--- config.mk ---
export PLATFORM = sky130hd
export DESIGN_NAME = priority_ready_queue_scheduler
export DESIGN_NICKNAME = d
export VERILOG_FILES = /design/src/hdl/prqs_pkg.sv /design/src/hdl/priority_ready_queue_scheduler.sv
export SDC_FILE = /design/constraint.sdc
export NUM_CORES = 2
export LEC_CHECK = 0
export BUFFER_PORTS_ARGS = -buffer_cell sky130_fd_sc_hd__buf_2
export CORE_ASPECT_RATIO = 1.1
export CORE_UTILIZATION = 35
export DETAILED_ROUTE_END_ITERATION = 12
export GPL_ROUTABILITY_DRIVEN = 0
export HOLD_SLACK_MARGIN = 0.06
export SLEW_MARGIN = 25
export SYNTH_ARGS = -nofsm -noshare
export SYNTH_HDL_FRONTEND = slang
export SYNTH_SLANG_ARGS = --single-unit
--- constraint.sdc ---
create_clock -name i_clk -period 13.2 [get_ports i_clk]
set_input_delay 1.32 -clock i_clk [delete_from_list [all_inputs] [get_ports i_clk]]
set_output_delay 1.32 -clock i_clk [all_outputs]
set_load 0.1 [all_outputs]
--- src/hdl/prqs_pkg.sv ---
`default_nettype none
package prqs_pkg;

    typedef enum logic [3:0] {
        OP_ATTACH = 4'd0,
        OP_READY_ADD = 4'd1,
        OP_READY_REMOVE = 4'd2,
        OP_SELECT = 4'd3,
        OP_SWITCH = 4'd4,
        OP_BLOCK = 4'd5,
        OP_UNBLOCK = 4'd6,
        OP_WAKE_BEST = 4'd7,
        OP_FIND_BEST = 4'd8,
        OP_SET_PRIORITY = 4'd9
    } t_op;

    typedef enum logic [1:0] {
        ST_OK = 2'd0,
        ST_STATE = 2'd1,
        ST_ARG = 2'd2,
        ST_NONE = 2'd3
    } t_status;

    typedef enum logic [1:0] {
        MODE_READY = 2'd0,
        MODE_RUNNING = 2'd1,
        MODE_BLOCKED = 2'd2
    } t_mode;

    localparam logic CFG_KERNEL_EN = 1'b0;
    localparam logic CFG_SCHED_START = 1'b1;

    typedef enum logic [4:0] {
        S_IDLE, S_DISP, S_LOADT,
        S_ADD0, S_ADD1, S_ADD2,
        S_REM0, S_REM1, S_REM2, S_REM3, S_REM4, S_REM5,
        S_UNBLK, S_BLK, S_PRIO, S_SEL1,
        S_SW1, S_SW2, S_SW3, S_SW4, S_SW5,
        S_SCAN, S_SCAN_END, S_WAKE,
        S_OUT, S_FIN
    } t_state;

endpackage
`default_nettype wire

--- src/hdl/priority_ready_queue_scheduler.sv ---
`default_nettype none
// Priority ready-queue task scheduler. Each priority level keeps a FIFO ready list whose
// head and tail live in a level memory, while per-task links, priority, mode and wake code
// live in a task memory; bit vectors mark the ready, blocked and present tasks and the
// non-empty levels. One command item is taken at a time and answered with one result
// item. A ready add or a ready remove takes longer than a simple command or an error,
// since each link update is a read and a write-back through the task memory; unblock
// adds one more state to the insert. Wake-best and find-best scan the task memory one
// entry a cycle over every task, and wake-best then adds a list insert. A finished result,
// together with the schedule-pending flag it reports, sits in an output register, so the
// next command can be accepted while it waits to be taken.
module priority_ready_queue_scheduler #(
    parameter int TASK_COUNT = 32,
    parameter int LEVEL_COUNT = 32
) (
    input  wire logic        i_clk,
    input  wire logic        i_rst_n,
    input  wire logic        i_valid,
    output logic             o_stall,
    input  wire logic [3:0]  i_operation,
    input  wire logic [5:0]  i_task_id,
    input  wire logic [5:0]  i_priority_req,
    input  wire logic [2:0]  i_wake_code,
    input  wire logic [31:0] i_task_set,
    output logic             o_valid,
    input  wire logic        i_stall,
    output logic [1:0]       o_status,
    output logic [4:0]       o_chosen_task,
    output logic [4:0]       o_chosen_priority,
    output logic [2:0]       o_chosen_wake_code,
    output logic             o_schedule_pending,
    input  wire logic        i_cfg_we,
    input  wire logic        i_cfg_index,
    input  wire logic        i_cfg_data
);
    import prqs_pkg::*;

    // Task ids carry one extra top bit; a set top bit means "no task".
    localparam int IX = $clog2(TASK_COUNT);
    localparam int IW = IX + 1;
    localparam int PW = $clog2(LEVEL_COUNT);
    localparam logic [IW-1:0] NIL = {1'b1, {IX{1'b0}}};

    typedef struct packed {
        logic [IW-1:0] nxt;
        logic [IW-1:0] prv;
        logic [PW-1:0] prio;
        t_mode mode;
        logic [2:0] wake;
    } t_task;

    typedef struct packed {
        logic [IW-1:0] head;
        logic [IW-1:0] tail;
    } t_lvl;

    function automatic logic [PW-1:0] first_one(input logic [LEVEL_COUNT-1:0] v);
        logic [PW-1:0] r;
        r = '0;
        for (int k = LEVEL_COUNT - 1; k >= 0; k--) begin
            if (v[k]) begin
                r = PW'(k);
            end
        end
        return r;
    endfunction

    // Memories and their registered read data.
    t_task tm [TASK_COUNT];
    t_lvl lm [LEVEL_COUNT];
    t_task r_tq;
    t_lvl r_lq;
    logic r_lqv;
    logic [LEVEL_COUNT-1:0] r_lval;

    logic tm_we, lm_we;
    logic [IX-1:0] tm_wa, tm_ra;
    logic [PW-1:0] lm_wa, lm_ra;
    t_task tm_wd;
    t_lvl lm_wd;

    // Control and payload registers.
    t_state r_state, n_state, r_ret, n_ret;
    logic [3:0] r_op, n_op;
    logic [5:0] r_tin, n_tin, r_pr, n_pr;
    logic [2:0] r_code, n_code;
    logic [31:0] r_set, n_set;
    logic [IW-1:0] r_t, n_t, r_ch, n_ch, r_best, n_best;
    t_task r_rec, n_rec;
    t_lvl r_lrec, n_lrec;
    t_status r_st, n_st;
    logic r_was, n_was;
    logic [IX-1:0] r_i, n_i, r_pidx, n_pidx;
    logic r_pv, n_pv, r_bfound, n_bfound;
    logic [PW-1:0] r_bp, n_bp;
    logic [TASK_COUNT-1:0] r_ready, n_ready, r_blocked, n_blocked, r_present, n_present;
    logic [LEVEL_COUNT-1:0] r_level, n_level;
    logic [IW-1:0] r_run, n_run, r_sel, n_sel;
    logic [PW-1:0] r_run_p, n_run_p;
    logic r_pend, n_pend, r_ken, r_sst;
    logic r_ovld, n_ovld;
    t_status r_o_status, n_o_status;
    logic [4:0] r_o_task, n_o_task, r_o_prio, n_o_prio;
    logic [2:0] r_o_wake, n_o_wake;
    logic r_o_pend, n_o_pend;

    // Shared conditions.
    logic w_tin_ok, w_pr_ok, w_tpres, w_sel_ok, w_run_ok, w_tready;
    logic [IX-1:0] w_tinx, w_ti;
    logic [PW-1:0] w_p;
    t_lvl w_lrec;
    logic [TASK_COUNT-1:0] w_smask;
    logic w_take, w_found_n;
    logic [IW-1:0] w_best_n;
    logic [PW-1:0] w_bp_n;
    logic w_out_free;

    assign w_tin_ok = ({1'b0, r_tin} < 7'(TASK_COUNT));
    assign w_pr_ok = ({1'b0, r_pr} < 7'(LEVEL_COUNT));
    assign w_tinx = r_tin[IX-1:0];
    assign w_tpres = w_tin_ok && r_present[w_tinx];
    assign w_sel_ok = !r_sel[IW-1] && r_present[r_sel[IX-1:0]];
    assign w_run_ok = !r_run[IW-1] && r_present[r_run[IX-1:0]];
    assign w_ti = r_t[IX-1:0];
    assign w_p = r_rec.prio;
    assign w_tready = r_ready[w_ti];
    assign w_lrec = r_lqv ? r_lq : '{head: NIL, tail: NIL};
    assign w_out_free = !r_ovld || !i_stall;

    always_comb begin
        for (int k = 0; k < TASK_COUNT; k++) begin
            w_smask[k] = (k < 32) ? r_set[k % 32] : 1'b0;
        end
    end

    // Running best-of-set compare; ties keep the lower id.
    assign w_take = r_pv && (!r_bfound || (r_tq.prio < r_bp));
    assign w_found_n = r_bfound || r_pv;
    assign w_best_n = w_take ? {1'b0, r_pidx} : r_best;
    assign w_bp_n = w_take ? r_tq.prio : r_bp;

    // Next state.
    always_comb begin
        n_state = r_state;
        case (r_state)
            S_IDLE: begin
                if (i_valid) begin
                    n_state = S_DISP;
                end
            end
            S_DISP: begin
                n_state = S_OUT;
                if (r_ken) begin
                    case (r_op)
                        OP_READY_ADD, OP_READY_REMOVE, OP_UNBLOCK: begin
                            if (w_tpres) n_state = S_LOADT;
                        end
                        OP_SELECT: begin
                            if (r_level != '0) n_state = S_SEL1;
                        end
                        OP_SWITCH: begin
                            if (r_sst && w_sel_ok) n_state = w_run_ok ? S_SW1 : S_SW3;
                        end
                        OP_BLOCK: begin
                            if (r_sst && w_run_ok) n_state = S_LOADT;
                        end
                        OP_WAKE_BEST, OP_FIND_BEST: n_state = S_SCAN;
                        OP_SET_PRIORITY: begin
                            if (w_tin_ok && w_pr_ok && w_tpres) n_state = S_LOADT;
                        end
                        default: n_state = S_OUT;
                    endcase
                end
            end
            S_LOADT: begin
                case (r_op)
                    OP_READY_ADD, OP_UNBLOCK: n_state = S_ADD0;
                    OP_READY_REMOVE, OP_BLOCK: n_state = S_REM0;
                    OP_SET_PRIORITY: n_state = w_tready ? S_REM0 : S_PRIO;
                    default: n_state = S_OUT;
                endcase
            end
            S_ADD0: n_state = w_tready ? r_ret : S_ADD1;
            S_ADD1: n_state = w_lrec.tail[IW-1] ? r_ret : S_ADD2;
            S_ADD2: n_state = r_ret;
            S_REM0: n_state = w_tready ? S_REM1 : r_ret;
            S_REM1: n_state = r_rec.prv[IW-1] ? S_REM3 : S_REM2;
            S_REM2: n_state = S_REM3;
            S_REM3: n_state = r_rec.nxt[IW-1] ? S_REM5 : S_REM4;
            S_REM4: n_state = S_REM5;
            S_REM5: n_state = r_ret;
            S_UNBLK, S_BLK, S_SEL1, S_SW5: n_state = S_OUT;
            S_PRIO: n_state = r_was ? S_ADD0 : S_OUT;
            S_SW1: n_state = (r_tq.mode == MODE_RUNNING) ? S_ADD0 : S_SW3;
            S_SW2: n_state = S_SW3;
            S_SW3: n_state = S_SW4;
            S_SW4: n_state = S_REM0;
            S_SCAN: begin
                if (r_i == IX'(TASK_COUNT - 1)) n_state = S_SCAN_END;
            end
            S_SCAN_END: begin
                if (!w_found_n || r_op == OP_FIND_BEST) n_state = S_OUT;
                else n_state = S_WAKE;
            end
            S_WAKE: n_state = S_ADD0;
            S_OUT: n_state = S_FIN;
            S_FIN: begin
                if (w_out_free) n_state = S_IDLE;
            end
            default: n_state = S_IDLE;
        endcase
    end

    // Datapath, memory control and result.
    always_comb begin
        n_ret = r_ret;
        n_op = r_op;
        n_tin = r_tin;
        n_pr = r_pr;
        n_code = r_code;
        n_set = r_set;
        n_t = r_t;
        n_ch = r_ch;
        n_best = r_best;
        n_rec = r_rec;
        n_lrec = r_lrec;
        n_st = r_st;
        n_was = r_was;
        n_i = r_i;
        n_pidx = r_pidx;
        n_pv = r_pv;
        n_bfound = r_bfound;
        n_bp = r_bp;
        n_ready = r_ready;
        n_blocked = r_blocked;
        n_present = r_present;
        n_level = r_level;
        n_run = r_run;
        n_sel = r_sel;
        n_run_p = r_run_p;
        n_pend = r_pend;
        n_ovld = r_ovld && i_stall;
        n_o_status = r_o_status;
        n_o_task = r_o_task;
        n_o_prio = r_o_prio;
        n_o_wake = r_o_wake;
        n_o_pend = r_o_pend;
        tm_we = 1'b0;
        tm_wa = w_ti;
        tm_wd = r_rec;
        tm_ra = w_ti;
        lm_we = 1'b0;
        lm_wa = w_p;
        lm_wd = r_lrec;
        lm_ra = w_p;
        case (r_state)
            S_IDLE: begin
                if (i_valid) begin
                    n_op = i_operation;
                    n_tin = i_task_id;
                    n_pr = i_priority_req;
                    n_code = i_wake_code;
                    n_set = i_task_set;
                    n_st = ST_OK;
                    n_ch = NIL;
                end
            end
            S_DISP: begin
                n_t = {1'b0, w_tinx};
                tm_ra = w_tinx;
                if (!r_ken) begin
                    n_st = ST_STATE;
                end else begin
                    case (r_op)
                        OP_ATTACH: begin
                            if (!w_tin_ok || !w_pr_ok) begin
                                n_st = ST_ARG;
                            end else if (w_tpres) begin
                                n_st = ST_STATE;
                            end else begin
                                tm_we = 1'b1;
                                tm_wa = w_tinx;
                                tm_wd = '{nxt: NIL, prv: NIL, prio: r_pr[PW-1:0],
                                          mode: MODE_READY, wake: 3'd0};
                                n_present[w_tinx] = 1'b1;
                            end
                        end
                        OP_READY_ADD, OP_READY_REMOVE, OP_UNBLOCK: begin
                            if (!w_tpres) n_st = ST_ARG;
                        end
                        OP_SELECT: begin
                            lm_ra = first_one(r_level);
                            if (r_level == '0) n_st = ST_NONE;
                        end
                        OP_SWITCH: begin
                            if (!r_sst || !w_sel_ok) begin
                                n_st = ST_STATE;
                            end else begin
                                n_t = r_run;
                                tm_ra = r_run[IX-1:0];
                            end
                        end
                        OP_BLOCK: begin
                            if (!r_sst || !w_run_ok) begin
                                n_st = ST_STATE;
                            end else begin
                                n_t = r_run;
                                tm_ra = r_run[IX-1:0];
                            end
                        end
                        OP_WAKE_BEST, OP_FIND_BEST: begin
                            n_i = '0;
                            n_pv = 1'b0;
                            n_bfound = 1'b0;
                        end
                        OP_SET_PRIORITY: begin
                            if (!w_tin_ok || !w_pr_ok || !w_tpres) n_st = ST_ARG;
                        end
                        default: n_st = ST_ARG;
                    endcase
                end
            end
            S_LOADT: begin
                n_rec = r_tq;
                n_ret = S_OUT;
                case (r_op)
                    OP_UNBLOCK: begin
                        n_blocked[w_ti] = 1'b0;
                        n_ret = S_UNBLK;
                    end
                    OP_BLOCK: n_ret = S_BLK;
                    OP_SET_PRIORITY: begin
                        n_was = w_tready;
                        n_ret = S_PRIO;
                    end
                    default: n_ret = S_OUT;
                endcase
            end
            // Append the task at the tail of its level list, or only mark the level when it is already ready.
            S_ADD0: begin
                if (w_tready) n_level[w_p] = 1'b1;
            end
            S_ADD1: begin
                n_lrec = w_lrec;
                n_rec.prv = w_lrec.tail;
                n_rec.nxt = NIL;
                tm_we = 1'b1;
                tm_wd = n_rec;
                tm_ra = w_lrec.tail[IX-1:0];
                if (w_lrec.tail[IW-1]) begin
                    lm_we = 1'b1;
                    lm_wd = '{head: r_t, tail: r_t};
                    n_ready[w_ti] = 1'b1;
                    n_level[w_p] = 1'b1;
                end
            end
            S_ADD2: begin
                tm_we = 1'b1;
                tm_wa = r_lrec.tail[IX-1:0];
                tm_wd = r_tq;
                tm_wd.nxt = r_t;
                lm_we = 1'b1;
                lm_wd = '{head: r_lrec.head, tail: r_t};
                n_ready[w_ti] = 1'b1;
                n_level[w_p] = 1'b1;
            end
            // Unlink the task from its level list.
            S_REM1: begin
                n_lrec = w_lrec;
                tm_ra = r_rec.prv[IX-1:0];
                if (r_rec.prv[IW-1]) n_lrec.head = r_rec.nxt;
            end
            S_REM2: begin
                tm_we = 1'b1;
                tm_wa = r_rec.prv[IX-1:0];
                tm_wd = r_tq;
                tm_wd.nxt = r_rec.nxt;
            end
            S_REM3: begin
                tm_ra = r_rec.nxt[IX-1:0];
                if (r_rec.nxt[IW-1]) n_lrec.tail = r_rec.prv;
            end
            S_REM4: begin
                tm_we = 1'b1;
                tm_wa = r_rec.nxt[IX-1:0];
                tm_wd = r_tq;
                tm_wd.prv = r_rec.prv;
            end
            S_REM5: begin
                n_rec.prv = NIL;
                n_rec.nxt = NIL;
                tm_we = 1'b1;
                tm_wd = n_rec;
                lm_we = 1'b1;
                n_ready[w_ti] = 1'b0;
                if (r_lrec.head[IW-1]) n_level[w_p] = 1'b0;
            end
            S_UNBLK: begin
                n_rec.mode = MODE_READY;
                n_rec.wake = r_code;
                tm_we = 1'b1;
                tm_wd = n_rec;
                if (r_rec.prio < r_run_p) n_pend = 1'b1;
            end
            S_BLK: begin
                n_blocked[w_ti] = 1'b1;
                n_rec.mode = MODE_BLOCKED;
                n_rec.wake = 3'd0;
                tm_we = 1'b1;
                tm_wd = n_rec;
                n_pend = 1'b1;
            end
            S_PRIO: begin
                n_rec.prio = r_pr[PW-1:0];
                tm_we = 1'b1;
                tm_wd = n_rec;
                if (r_run == r_t) n_run_p = r_pr[PW-1:0];
                n_ret = S_OUT;
            end
            S_SEL1: begin
                n_sel = w_lrec.head;
                n_ch = w_lrec.head;
            end
            S_SW1: begin
                n_rec = r_tq;
                if (r_tq.mode == MODE_RUNNING) begin
                    n_rec.mode = MODE_READY;
                    n_ret = S_SW2;
                end
            end
            S_SW2: begin
                tm_we = 1'b1;
            end
            S_SW3: begin
                n_t = r_sel;
                tm_ra = r_sel[IX-1:0];
            end
            S_SW4: begin
                n_rec = r_tq;
                n_ret = S_SW5;
            end
            S_SW5: begin
                n_rec.mode = MODE_RUNNING;
                tm_we = 1'b1;
                tm_wd = n_rec;
                n_run = r_t;
                n_run_p = r_rec.prio;
                n_pend = 1'b0;
                n_ch = r_t;
            end
            S_SCAN: begin
                tm_ra = r_i;
                n_pv = w_smask[r_i] && r_present[r_i];
                n_pidx = r_i;
                n_i = r_i + 1'b1;
                n_bfound = w_found_n;
                n_best = w_best_n;
                n_bp = w_bp_n;
            end
            S_SCAN_END: begin
                tm_ra = w_best_n[IX-1:0];
                n_t = w_best_n;
                n_ch = w_best_n;
                if (!w_found_n) n_st = ST_NONE;
            end
            S_WAKE: begin
                n_rec = r_tq;
                n_blocked[w_ti] = 1'b0;
                n_ret = S_UNBLK;
            end
            S_OUT: begin
                tm_ra = r_ch[IX-1:0];
            end
            S_FIN: begin
                // Keep reading the chosen task so its record holds while the output waits.
                tm_ra = r_ch[IX-1:0];
                if (w_out_free) begin
                    n_ovld = 1'b1;
                    n_o_status = r_st;
                    n_o_pend = r_pend;
                    if (r_st == ST_OK && !r_ch[IW-1]) begin
                        n_o_task = 5'(r_ch[IX-1:0]);
                        n_o_prio = 5'(r_tq.prio);
                        n_o_wake = r_tq.wake;
                    end else begin
                        n_o_task = '0;
                        n_o_prio = '0;
                        n_o_wake = '0;
                    end
                end
            end
            default: begin
                n_st = r_st;
            end
        endcase
    end

    always_ff @(posedge i_clk) begin
        if (tm_we) begin
            tm[tm_wa] <= tm_wd;
        end
        r_tq <= tm[tm_ra];
    end

    always_ff @(posedge i_clk) begin
        if (lm_we) begin
            lm[lm_wa] <= lm_wd;
        end
        r_lq <= lm[lm_ra];
        r_lqv <= r_lval[lm_ra];
    end

    always_ff @(posedge i_clk) begin
        if (!i_rst_n) begin
            r_state <= S_IDLE;
            r_lval <= '0;
            r_ready <= '0;
            r_blocked <= '0;
            r_present <= '0;
            r_level <= '0;
            r_run <= NIL;
            r_run_p <= PW'(LEVEL_COUNT - 1);
            r_sel <= NIL;
            r_pend <= 1'b0;
            r_ken <= 1'b0;
            r_sst <= 1'b0;
            r_ovld <= 1'b0;
        end else begin
            r_state <= n_state;
            if (lm_we) r_lval[lm_wa] <= 1'b1;
            r_ready <= n_ready;
            r_blocked <= n_blocked;
            r_present <= n_present;
            r_level <= n_level;
            r_run <= n_run;
            r_run_p <= n_run_p;
            r_sel <= n_sel;
            r_pend <= n_pend;
            r_ovld <= n_ovld;
            if (i_cfg_we && i_cfg_index == CFG_KERNEL_EN) r_ken <= i_cfg_data;
            if (i_cfg_we && i_cfg_index == CFG_SCHED_START) r_sst <= i_cfg_data;
        end
    end

    always_ff @(posedge i_clk) begin
        r_ret <= n_ret;
        r_op <= n_op;
        r_tin <= n_tin;
        r_pr <= n_pr;
        r_code <= n_code;
        r_set <= n_set;
        r_t <= n_t;
        r_ch <= n_ch;
        r_best <= n_best;
        r_rec <= n_rec;
        r_lrec <= n_lrec;
        r_st <= n_st;
        r_was <= n_was;
        r_i <= n_i;
        r_pidx <= n_pidx;
        r_pv <= n_pv;
        r_bfound <= n_bfound;
        r_bp <= n_bp;
        r_o_status <= n_o_status;
        r_o_task <= n_o_task;
        r_o_prio <= n_o_prio;
        r_o_wake <= n_o_wake;
        r_o_pend <= n_o_pend;
    end

    assign o_stall = (r_state != S_IDLE);
    assign o_valid = r_ovld;
    assign o_status = r_o_status;
    assign o_chosen_task = r_o_task;
    assign o_chosen_priority = r_o_prio;
    assign o_chosen_wake_code = r_o_wake;
    assign o_schedule_pending = r_o_pend;

endmodule
`default_nettype wire

* After elaboration in Yosys (flattened, before gate mapping)
Memory sizes are Yosys's and may differ from the RTL's. A register that Yosys moved wholly into a read port is not among the register bits.
Index checks and enable logic that the tools add are counted.
** Storage, ports and cells
- Flip-flop bits (word level) :: 299
- Bits in writable memories :: 1088
- Memories kept :: 2
** Memory list
- tm :: depth 32, width 22, read ports 1, clocked after Yosys merged registers in 1, write ports 1, RTL line priority_ready_queue_scheduler.sv:69 : t_task tm [TASK_COUNT];
- lm :: depth 32, width 12, read ports 1, clocked after Yosys merged registers in 1, write ports 1, RTL line priority_ready_queue_scheduler.sv:70 : t_lvl lm [LEVEL_COUNT];
** Cells by class
- Add/sub/neg operators :: 1
- Magnitude comparators :: 14
- Eq/ne operators :: 57
- Muxes and demuxes :: 157
- Bitwise logic cells :: 11
- Reductions and logical operators :: 84
** Operator list (count)
- 2-to-1 mux 5 bit :: 59
- one-hot mux 22 bit (10 select lines) :: 1
- 2-to-1 mux 32 bit :: 4
- OR 32 bit :: 4
- one-hot mux 32 bit (4 select lines) :: 1
- one-hot mux 5 bit (22 select lines) :: 1
- one-hot mux 32 bit (3 select lines) :: 1
- 2-to-1 mux 22 bit :: 4
- AND 32 bit :: 2
- NOT 32 bit :: 2
- equality test 5 bit (second input constant) :: 11
- < comparator 5 x 6 -> 1 bit (second input constant) :: 7
- 2-to-1 mux 6 bit :: 7
- equality test 5 x 4 -> 1 bit (second input constant) :: 8
- one-hot mux 5 bit (2 select lines) :: 4
- one-hot mux 5 bit (8 select lines) :: 1
- one-hot mux 12 bit (3 select lines) :: 1
- one-hot mux 6 bit (2 select lines) :: 3
- binary-select mux 1 bit (select 5 bit) :: 7
- zero test 32 bit :: 1
- nonzero test 32 bit :: 1
- one-hot mux 5 bit (3 select lines) :: 2
- one-hot mux 5 bit (6 select lines) :: 1
- 2-to-1 mux 1 bit :: 26
- 53 further kinds :: 165

* Depth between registers and ports, before layout
- Word-level depth :: 37
- Mapped depth :: 17
- Gate-level depth less buffers :: 13

* Worst setup path after synthesis
OpenSTA, ideal clock, no wires.
- Kind :: flip-flop to flip-flop
- From :: reg r_tin[0]
- To :: mem tm[8][0] (netlist name) (enable)
- Arrival time :: 4.211 ns
- Setup slack :: 8.561 ns
- Cell stages (with the launch flop) :: 10
- Cell sequence :: edfxtp_1 buf_2 mux4_2 a22oi_1 and4_1 nand4_1 clkbuf_1 a311oi_1 inv_1 nor3_1
** On the way
- Cells in the longest elaborated chain, start to end :: 10
- Elaborated cells between the ends (all ways) :: 18
- Those cells by class :: order compare (1); mux (14); reduce/logical (3)
** Ends and longest elaborated chain
- from (decl) :: RTL line priority_ready_queue_scheduler.sv:85 : logic [5:0] r_tin, n_tin, r_pr, n_pr;
- from (signal assigned) :: RTL line priority_ready_queue_scheduler.sv:548 : r_tin <= n_tin;
- binary-select mux 1 bit (select 5 bit) :: RTL line priority_ready_queue_scheduler.sv:121 : assign w_tpres = w_tin_ok && r_present[w_tinx];
- 2-to-1 mux 1 bit (not written as such) :: RTL line priority_ready_queue_scheduler.sv:121
- logical AND 1 bit :: RTL line priority_ready_queue_scheduler.sv:121
- 2-to-1 mux 1 bit :: RTL line priority_ready_queue_scheduler.sv:278 : end else if (w_tpres) begin
- 2-to-1 mux 1 bit :: RTL line priority_ready_queue_scheduler.sv:276 : if (!w_tin_ok || !w_pr_ok) begin
- 2-to-1 mux 1 bit :: RTL line priority_ready_queue_scheduler.sv:274 : case (r_op)
- 2-to-1 mux 1 bit :: RTL line priority_ready_queue_scheduler.sv:271 : if (!r_ken) begin
- one-hot mux 1 bit (2 select lines) :: RTL line priority_ready_queue_scheduler.sv:256 : case (r_state)
- 2-to-1 mux 1 bit :: RTL line priority_ready_queue_scheduler.sv:499 : if (tm_we) begin
- 2-to-1 mux 1 bit (not written as such) :: RTL line priority_ready_queue_scheduler.sv:500 : tm[tm_wa] <= tm_wd;
- to (decl) :: RTL line priority_ready_queue_scheduler.sv:69
Parallel ways exist; a longest one is shown, timed or not. The select of a mux whose other input is x is not followed.

* Worst setup path in the final report
- From :: reg r_state[2]
- To :: reg, netlist name r_tq[13]
** On the way
- Cells in the longest elaborated chain, start to end :: 3
- Elaborated cells between the ends (all ways) :: 11
- Those cells by class :: eq/ne (9); mux (1); reduce/logical (1)
** Ends and longest elaborated chain
- from (decl) :: RTL line priority_ready_queue_scheduler.sv:83 : t_state r_state, n_state, r_ret, n_ret;
- from (signal assigned) :: RTL line priority_ready_queue_scheduler.sv:529 : r_state <= n_state;
- equality test 5 bit :: RTL line priority_ready_queue_scheduler.sv:256
- OR reduction 2 bit (no source line)
- one-hot mux 5 bit (8 select lines) * :: RTL line priority_ready_queue_scheduler.sv:256
Every way passes the cells marked *; elsewhere a longest branch is shown, timed or not.
A chain may end at the register's enable or synchronous reset.

==> results by group <==
Run status
  – Status: finished, final reports clean

Yosys
  – Synth Flop Type: edfxtp_1
  – Mapped Avg Cell Area: 12.7 um^2
  – Number of enable flip-flop cells after synthesis: 1232
  – Synth Warn #: 0
  – Yosys cell types: between 90 and 100
  – Cells after Synth: around 4700
  – Sequential area share after synthesis: 0.686
  – Cell area after synthesis: just under 60000 um^2
  – Post-Syn Nets: roughly 4700
  – Async SR Flop Fraction: 0
  – Post-synthesis register bit count: 1421

Detailed routing
  – Post-route ant nets: 0
  – 1st-iter DRT viols: 4695
  – Final wirelength: 169000 um
  – Vias/cell: 5.60
  – WL/cell: 23.9 um
  – Via Count: 39576
  – Pre-antenna DRT Iters: 8
  – DRC: 0

Timing
  – Final TNS setup: 0 ps
  – Worst Tran Pin Value: 1130 ps
  – RSZ-0062 raised after global routing: false
  – Final Hold Fails: 0
  – Clk_skew: 40.9 ps
  – Minimum clock period: 6230 ps
  – Crit share post-route: 0.472
  – Slew headroom: 0.247
  – F_max: between 150 and 200 MHz
  – Setup-failing EPs final: 0
  – Max Slew Vio Count: 0
  – Setup ws final: 6970 ps

Critical path
  – Setup CP Type: flop to flop
  – Crit path top cell by count: buf_4
  – Slowest cell on crit path: buf_4
  – R2R Setup Slk: 6970 ps
  – CP required: 13840 ps
  – Worst-path fanout max: 56
  – Startpoint types: flop
  – Crit-path cells: buf_4 > nor3b_1 > nand3_1 > clkinv_1 > a222oi_1 > nand3_1 > a221oi_1 > o21ai_4 > buf_4 > buf_4 > mux2i_1 > a22oi_1 > a32oi_1 > nand4b_1
  – CP max stage delay: 690 ps
  – Crit. End Element: flop
  – Worst EP arrival: just under 7000 ps

Flow run
  – Max_cap viols: 0

Global route
  – Initial antenna violation count: 4
  – Vias in the first global route: ~37000
  – First-pass GRT wire length: 249000 um
  – GRT Resource Usage Total: 0.193
  – GRT overflow: 0
  – Largest net degree at the start of global routing: 179

Floorplanning
  – Die height: roughly 430 um
  – Io pins: 76
  – DIE WIDTH: 395 um
  – Core footprint: 169000 um^2
  – Row Count: approximately 160
  – Initial Util: 0.352
  – Die area: 171000 um^2

Cells and area
  – Synth-to-Final Area Change: 12.8%
  – Commonest non-fill, non-tap cells in the layout: 1232 x edfxtp_1, 845 x nand2_1, 332 x a21oi_1
  – Fraction of layout cells with a size suffix above 1: 0.119
  – Fin util: 0.398
  – Layout Nets: 4776
  – Most common cell after layout, fill and taps aside: edfxtp_1

Clock network
  – CTS tree: done
  – Clk buf depth: 3
  – Reg clk slew, reported paths: 60 ps
  – Post-CTS Setup Inserts: 0
  – CTS HTree Levels: 4
  – Clock buffer count from CTS: around 150
  – CTS Hold Bufs: 0
  – CTS resizes: 0
  – Root Driver: clkbuf_16
  – Worst-Skew Late Latency: 810 ps
  – Clock sink total: between 1000 and 1500

Power
  – PD cells: about 220 nW/um^2
  – VDD IR max: 0.186 mV
  – P_leak: 22.1 nW

Place
  – Pre-CTS setup slack: 7120 ps
  – Port Buffers: 75
  – Detail Placement HPWL: 102000 um

Worst hold path
  – Hold/Removal Path Class: flop to flop
-- power breakdown --
group	switching (W)	internal (W)	total (W)
logic	0.00351	0.00144	0.00495
clock network	0.00174	0.00237	0.00411
registers	0.000288	0.00567	0.00596
-- cells by family after synthesis --
logic type                 Yosys count  synth area share
xor gates and xnor gates            10           0.00147
buffers and inverters              361            0.0287
adders and majority gates           10           0.00210
muxes                              186            0.0402
and+or+nand+nor                   1672             0.125
AOI/OAI and AO/OA                 1014             0.116
DFF                               1421             0.686
-- sequential cells by signal (all words and copies together), names as in the netlist, 12 cells and up, named ones only --
| signal | count |
|---|---|
| lm | 384 |
| r_lq | 12 |
| r_lrec | 12 |
| r_lval | 32 |
| r_present | 32 |
| r_rec | 17 |
| r_set | 32 |
| r_tq | 22 |
| tm | 704 |
-- path summary, 6_finish.rpt --
| path | from | to | cells after the start |
|---|---|---|---|
| max | r_state[2]$_SDFFE_PN0P_ | r_tq[13]$_DFF_P_ | 14 |
| min | r_pend$_SDFFE_PN0P_ | o_schedule_pending$_DFFE_PP_ | 0 |
| max reg2reg | r_state[2]$_SDFFE_PN0P_ | r_tq[13]$_DFF_P_ | 14 |
| min reg2reg | r_pend$_SDFFE_PN0P_ | o_schedule_pending$_DFFE_PP_ | 0 |
-- routing by layer --
metal / vias to the layer above / track usage / part of all wire
li1: 17707 / - / -
met5: - / 0 / 0
met3: 331 / 0.0406 / 0.080
met2: 1666 / 0.307 / 0.47
met1: 19872 / 0.260 / 0.42
met4: 0 / 0.0728 / 0.038
-- synth_stat cells, drive strengths merged (10+ instances only) --
master / instances / area share
edfxtp: 1232 / 0.62
nand2: 845 / 0.053
nor2: 336 / 0.021
a21oi: 333 / 0.028
dfxtp: 189 / 0.064
buf: 168 / 0.017
clkbuf: 148 / 0.0094
mux2i: 124 / 0.021
nand3: 123 / 0.010
a211oi: 109 / 0.014
and2: 105 / 0.011
o21ai: 101 / 0.0087
nor3: 80 / 0.0073
a31oi: 76 / 0.0080
a32o: 66 / 0.011
a22oi: 58 / 0.0076
a32oi: 45 / 0.0066
inv: 43 / 0.0027
a311oi: 40 / 0.0060
mux4: 39 / 0.015
o22ai: 28 / 0.0031
a22o: 26 / 0.0038
o22a: 25 / 0.0037
mux2: 23 / 0.0045
nand4b: 22 / 0.0033
nand2b: 19 / 0.0020
nor2b: 19 / 0.0020
o211ai: 18 / 0.0023
nand4: 17 / 0.0018
a222oi: 15 / 0.0025
nor3b: 15 / 0.0019
or4: 14 / 0.0018
o21a: 13 / 0.0016
or3: 13 / 0.0014
and3: 12 / 0.0013
nor4: 12 / 0.0013
or2: 12 / 0.0013
ha: 10 / 0.0021
nand3b: 10 / 0.0013
o31ai: 10 / 0.0013
-- per-stage QoR --
stage	cells	hold slack, ps	total power, W	area (um^2)
6_report	7068	447	0.0150	67100
5_1_grt	7067	458	0.0156	67100
4_1_cts	7067	443	0.0150	67000
3_5_place_dp	6799	431	0.0109	62300
3_3_place_gp	6799	421	0.0109	62200
2_1_floorplan	4674	409	0.00929	59400
-- cell type report --
cell class	instances	area (um^2)
inverter	45	170
multi-input combinational	2892	17200
antenna	1	2.50
clock buffer	198	4100
timing repair buffer	201	1350
clock inverter	70	668
tap	2240	2800
fill	15677	102000
sequential	1421	40800
-- critical path, delay by kind of cell (launching register included) --
| kind | cells | cell delay, ps |
|---|---|---|
| buf+inv | 4 | 2140 |
| compound gates | 5 | 1540 |
| simple gates | 4 | 1390 |
| flops | 1 | 610 |
| mux | 1 | 260 |
(Power assumes the default switching activity.)
